==> config.mk <==
export PLATFORM = sky130hd
export DESIGN_NAME = lpl_ctrl
export DESIGN_NICKNAME = d
export VERILOG_FILES = /design/src/hdl/lpl_pkg.sv /design/src/hdl/lpl_ctrl.sv
export SDC_FILE = /design/constraint.sdc
export NUM_CORES = 1
export LEC_CHECK = 0
export ABC_CLOCK_PERIOD_IN_PS = 1580
export BUFFER_PORTS_ARGS = -buffer_cell sky130_fd_sc_hd__clkbuf_2
export CAP_MARGIN = 10
export CELL_PAD_IN_SITES_DETAIL_PLACEMENT = 1
export CELL_PAD_IN_SITES_GLOBAL_PLACEMENT = 2
export CORE_MARGIN = 4
export CORE_UTILIZATION = 21
export CTS_BUF_LIST = sky130_fd_sc_hd__clkbuf_4 sky130_fd_sc_hd__clkbuf_8
export CTS_CLUSTER_SIZE = 25
export DETAILED_ROUTE_END_ITERATION = 7
export PLACE_DENSITY_LB_ADDON = 0.1
export SYNTH_ARGS = -nofsm -noshare
export SYNTH_HDL_FRONTEND = slang
export SYNTH_SLANG_ARGS = --single-unit
export TNS_END_PERCENT = 100
==> constraint.sdc <==
create_clock -name clk -period 1.58 [get_ports clk]
set_input_delay 0.237 -clock clk [delete_from_list [all_inputs] [get_ports clk]]
set_output_delay 0.237 -clock clk [all_outputs]
set_load 0.02 [all_outputs]
==> src/hdl/lpl_pkg.sv <==
`timescale 1ns / 1ps
// lpl_pkg: shared constants and controller/datapath handshake structs
// for the longest palindrome length block; no dependencies

package lpl_pkg;

	localparam int MAX_LEN_DEF = 4096;
	localparam int CHAR_W      = 8;
	localparam int LEN_W       = 13;

	typedef struct packed {
		logic load;        // store the incoming byte
		logic scan_start;  // set up the scan registers for a new string
		logic clamp;       // take mirrored radius clamped to the bound
		logic step;        // grow current radius by one
		logic char_rd;     // issue the two character reads
		logic commit;      // write radius, move centre and bound, next position
		logic result_load; // move best length into the output register
	} cmd_t;

	typedef struct packed {
		logic ext_stop;    // extension has reached an edge
		logic hi_odd;      // next extension step compares two characters
		logic chars_equal; // registered characters match
		logic last_pos;    // current position is the last one
		logic out_free;    // output register can take a new result
	} status_t;

endpackage

==> src/hdl/lpl_ctrl.sv <==
`timescale 1ns / 1ps
// lpl_ctrl: sequencer for byte loading and the radius scan
// depends on lpl_pkg

module lpl_ctrl (
	input  logic              clk,
	input  logic              arst_n,
	input  logic              char_valid,
	input  logic              last,
	output logic              char_stall,
	input  lpl_pkg::status_t  status,
	output lpl_pkg::cmd_t     cmd
);

	localparam logic [2:0] ST_LOAD   = 3'd0;
	localparam logic [2:0] ST_MIRROR = 3'd1;
	localparam logic [2:0] ST_CLAMP  = 3'd2;
	localparam logic [2:0] ST_CHECK  = 3'd3;
	localparam logic [2:0] ST_CMP    = 3'd4;
	localparam logic [2:0] ST_UPDATE = 3'd5;
	localparam logic [2:0] ST_RESULT = 3'd6;

	logic [2:0] state_q;
	logic [2:0] state_d;

	assign char_stall = (state_q != ST_LOAD);

	always_comb begin
		state_d = state_q;
		cmd     = '0;
		unique case (state_q)
			ST_LOAD: begin
				if (char_valid) begin
					cmd.load = 1'b1;
					if (last) begin
						cmd.scan_start = 1'b1;
						state_d        = ST_MIRROR;
					end
				end
			end
			ST_MIRROR: begin
				state_d = ST_CLAMP;
			end
			ST_CLAMP: begin
				cmd.clamp = 1'b1;
				state_d   = ST_CHECK;
			end
			ST_CHECK: begin
				priority if (status.ext_stop) begin
					state_d = ST_UPDATE;
				end else if (status.hi_odd) begin
					cmd.char_rd = 1'b1;
					state_d     = ST_CMP;
				end else begin
					cmd.step = 1'b1;
				end
			end
			ST_CMP: begin
				if (status.chars_equal) begin
					cmd.step = 1'b1;
					state_d  = ST_CHECK;
				end else begin
					state_d = ST_UPDATE;
				end
			end
			ST_UPDATE: begin
				cmd.commit = 1'b1;
				state_d    = status.last_pos ? ST_RESULT : ST_MIRROR;
			end
			ST_RESULT: begin
				if (status.out_free) begin
					cmd.result_load = 1'b1;
					state_d         = ST_LOAD;
				end
			end
			default: begin
				state_d = ST_LOAD;
			end
		endcase
	end

	always_ff @(posedge clk or negedge arst_n) begin
		if (!arst_n) begin
			state_q <= ST_LOAD;
		end else begin
			state_q <= state_d;
		end
	end

endmodule

### Word-level counts from Yosys, hierarchy flattened

Index checks and enable logic that the tools add are counted.

| word-level totals | value |
|---|---|
| flip-flop bits (word level) | 3 |
| input port bits | 9 |
| logic and storage cells | 35 |
| output and inout bits | 8 |

| cells by class | value |
|---|---|
| equal/unequal tests | 10 |
| multiplexer cells | 21 |
| reductions and logical operators | 3 |

Operators by type and width:

| cell | count |
|---|---|
| two-way mux 3 bit | 7 |
| one-hot mux 3 bit (7 select lines) | 1 |
| == test 3 bit, second input constant | 3 |
| two-way mux 1 bit | 9 |
| == test 3 x 2 -> 1 bit, second input constant | 2 |
| two-way mux 2 bit | 3 |
| inequality test 2 bit, second input constant | 3 |
| AND reduction 4 bit | 1 |
| == test 3 x 1 -> 1 bit, second input constant | 1 |
| zero test 3 bit | 1 |
| inequality test 3 bit, second input constant | 1 |
| nonzero test 3 bit | 1 |
| one-hot mux 1 bit (2 select lines) | 1 |

### Longest topological paths before layout

| depth | value |
|---|---|
| depth after elaboration | 3 |
| mapped depth | 5 |
| depth with buffers taken out | 4 |

### Least setup slack after synthesis

No wires, ideal clock.

| path | value |
|---|---|
| path type | register to output |
| start | register state_q[1] |
| end | output cmd[5] in the netlist's numbering |
| slack | -7 ps |
| data required time | 1343 ps |
| cell stages (with the launch flop) | 4 |
| path buffers | 1 |
| arrival time | 1350 ps |
| cell sequence | dfrtp_1 > buf_4 > or3_1 > nor2_1 |

RTL lines:

| item | line | RTL |
|---|---|---|
| from (decl) | lpl_ctrl.sv:23 | `logic [2:0] state_q;` |
| from (signal assigned) | lpl_ctrl.sv:86 | `state_q <= state_d;` |
| to (decl) | lpl_ctrl.sv:12 | `output lpl_pkg::cmd_t cmd` |

==> results by group <==
STA
  • Period Utilization, post-route: 107%
  • Tmin final: 1690 ps
  • Worst slew margin: 86.7%
  • Max Slew Vio Count: 0
  • TNS Setup: -160 ps
  • Clock skew: around 4 ps
  • Final hold violation count: 0
  • Max Fclk: 592 MHz
  • Worst Slack Setup Final: -109 ps
  • Min Hold Slack: 339 ps
  • Unrepaired setup endpoints after global routing: true
  • Setup Viol. Count Final: 3
  • Slew @ Worst Pin: between 150 and 200 ps

Yosys
  • Largest cells by area after synthesis: dfrtp_1 (26%), nand2_1 (6.6%), nor2_1 (6.6%)
  • Unique cell type count in the Yosys netlist: 22
  • Top cells by count, synth: nand2_1 (5), nor2_1 (5), a21oi_1 (3), dfrtp_1 (3)
  • Register area share after synthesis: between 20% and 30%
  • Cells after Synth: 37
  • Synth Register Bits: 3
  • Yosys top cell area share: 26.3%
  • Post-synth top flop: dfrtp_1
  • Avg Inst Size Synth: 7.71 sq um
  • Post-synth EDFFs: 0
  • Syn nets: 46
  • Yosys top cell by area: dfrtp_1
  • Synthesis Warnings: 0
  • Post-synth ARST share: 100%
  • Synthesized area: 285 sq um

Setup path
  • Setup crit end kind: output port
  • Slowest-stage cell, CP: or4_4
  • Worst Path Required: 1340 ps
  • Crit path max fanout: 4
  • Largest delay contributor family on the critical path: simple AND/OR/NAND/NOR gates
  • Worst Setup Path Type: flip-flop to output port
  • Startpoint types: flip-flop
  • CP Buf/Inv Count: 1
  • Crit-path max cell delay: 580 ps
  • FF-to-FF End: state_q[2]$_DFFE_PN0P_
  • Critical Path AT: about 1500 ps
  • Worst-path cell chain: or4_4, o31ai_2, buf_4
  • Flop-to-flop setup slack: around 230 ps
  • R2R cell count: 4
  • FF-to-FF Start: state_q[1]$_DFFE_PN0P_

Floorplanning
  • # rows: 13
  • IO Count: 17
  • Area of the core: 1280 sq um
  • Starting density of the core: between 20% and 30%
  • Die Span X: 44.9 um
  • DIE HEIGHT: 44.9 um
  • Die area: 2010 sq um

Pwr
  • Max IR drop VDD: 476 uV
  • Leakage: around 0.23 nW
  • PD cells: approximately 1900 nW/um^2
  • Total power draw: roughly 0.89 mW

Job
  • Max-cap violation count: 0

Clocking
  • H-tree depth: 1
  • CTS root buf: clkbuf_4
  • Total CTS buffers: 3
  • Clock-pin slew on the worst setup and hold paths: approximately 40 ps
  • TritonCTS clock tree: done
  • Clk sinks: 3
  • Maximum clock path buffer count: 2
  • Worst skew pair latency: 230 ps

Finish
  • Largest registers: state_q: 3 flops
  • Final non-filler cell total: between 70 and 80
  • Max reg flops: 3
  • Fin util: between 30% and 40%
  • N_diodes: 0
  • Fin nets: 69
  • Number of fill cells: 173
  • Area grow syn2layout: 60.1%
  • Final design area excluding fillers: around 460 sq um
  • Reg with most FFs: state_q
  • Share of layout cells above drive strength 1: a little over half

Global route
  • First-pass GRT wire length: 1540 um
  • Total track usage: 10.5%
  • Initial antenna violation count: 0
  • Vias in the first global route: 364
  • Largest net degree at the start of global routing: 11
  • Remaining global-route overflow: 0

Route
  • DRC errors left: 0
  • DRT iter0 DRCs: 2
  • Wire length per cell: roughly 13 um
  • Routed WL: 935 um
  • ANT nets after route: 0
  • Vias/cell: just under 5
  • DR pass1 iterations: 4
  • Routed vias: 364

Hold path
  • Hold Crit Class: primary input to async pin

Status
  • Outcome: finished, violations left
  • Violated checks: negative setup slack

Placement
  • Port Buffers: 16
  • Pre-CTS setup slack: 87.4 ps
  • DP Cell Count: 68
  • Post-DP HPWL: between 700 and 800 um
  • Placed Instance Area: 385 sq um
  • GPL Wtd Cong: 0.689
==> cell families (layout without fill, tap and decap cells) <==
kind of cell           count (synthesis)  in the layout  share of synthesized area (%)
and+or+nand+nor                       19             19                           38.6
buffers and inverters                  5             27                           11.0
DFF                                    3              3                           26.3
AOI/OAI and AO/OA                     10             10                           24.1
==> per-layer routing <==
| layer | routed length (um) | global-route usage [%] |
|---|---|---|
| met1 | 346 | 11.2 |
| met2 | 507 | 18.9 |
| met3 | 81 | 2.79 |
| met4 | 0 | 5.26 |
| met5 | 0 | 0 |
==> cells in the final DEF, fill, tap and decap left out, drive strengths merged <==
cell type    instances
dfrtp                3
and2                 1
nor2                 5
or3                  1
a211oi               1
nor3b                1
and4                 1
nand2b               2
nand2                6
dlygate4sd3          1
nor4b                1
buf                  7
a22o                 1
a32o                 1
a221o                1
inv                  2
o21ai                2
a21oi                3
clkbuf              17
o31ai                1
or4                  1
==> cell type report <==
class / count / area [sq um] / area share [%]
Clock buffer: 4 / 30.0 / 6.58
Inverter: 2 / 7.51 / 1.64
Multi-Input combinational cell: 29 / 195 / 42.7
Sequential cell: 3 / 76.3 / 16.7
Tap cell: 15 / 18.8 / 4.11
Timing Repair Buffer: 21 / 129 / 28.2
==> how the worst max path moves through the flow <==
| stage | end | depth (start not counted) | slack (ps) | start |
|---|---|---|---|---|
| 6_report | cmd[3] | 3 | -110 | state_q[2]$_DFFE_PN0P_ |
| 2_1_floorplan | cmd[6] | 3 | -6 | state_q[1]$_DFFE_PN0P_ |
| 4_1_cts | cmd[3] | 3 | -140 | state_q[2]$_DFFE_PN0P_ |
| 3_5_place_dp | cmd[3] | 3 | 90 | state_q[2]$_DFFE_PN0P_ |
| 5_1_grt | cmd[3] | 3 | -160 | state_q[2]$_DFFE_PN0P_ |
| 3_3_place_gp | cmd[3] | 3 | 120 | state_q[2]$_DFFE_PN0P_ |
==> power breakdown <==
part	switching [mW]	internal, mW	total [mW]
sequential	0.0501	0.120	0.170
clock	0.0398	0.112	0.152
combinational	0.316	0.249	0.564
total	0.406	0.480	0.886
==> timing repair <==
action                                  4_1_cts  5_1_grt
pin swaps                                     0        0
setup buffers                                 1        0
hold endpoints to repair                      3        0
hold buffers                                  1        0
endpoints found under the setup margin        4        6
resized for setup                             5        5
Power figures use the tool's default switching activity.
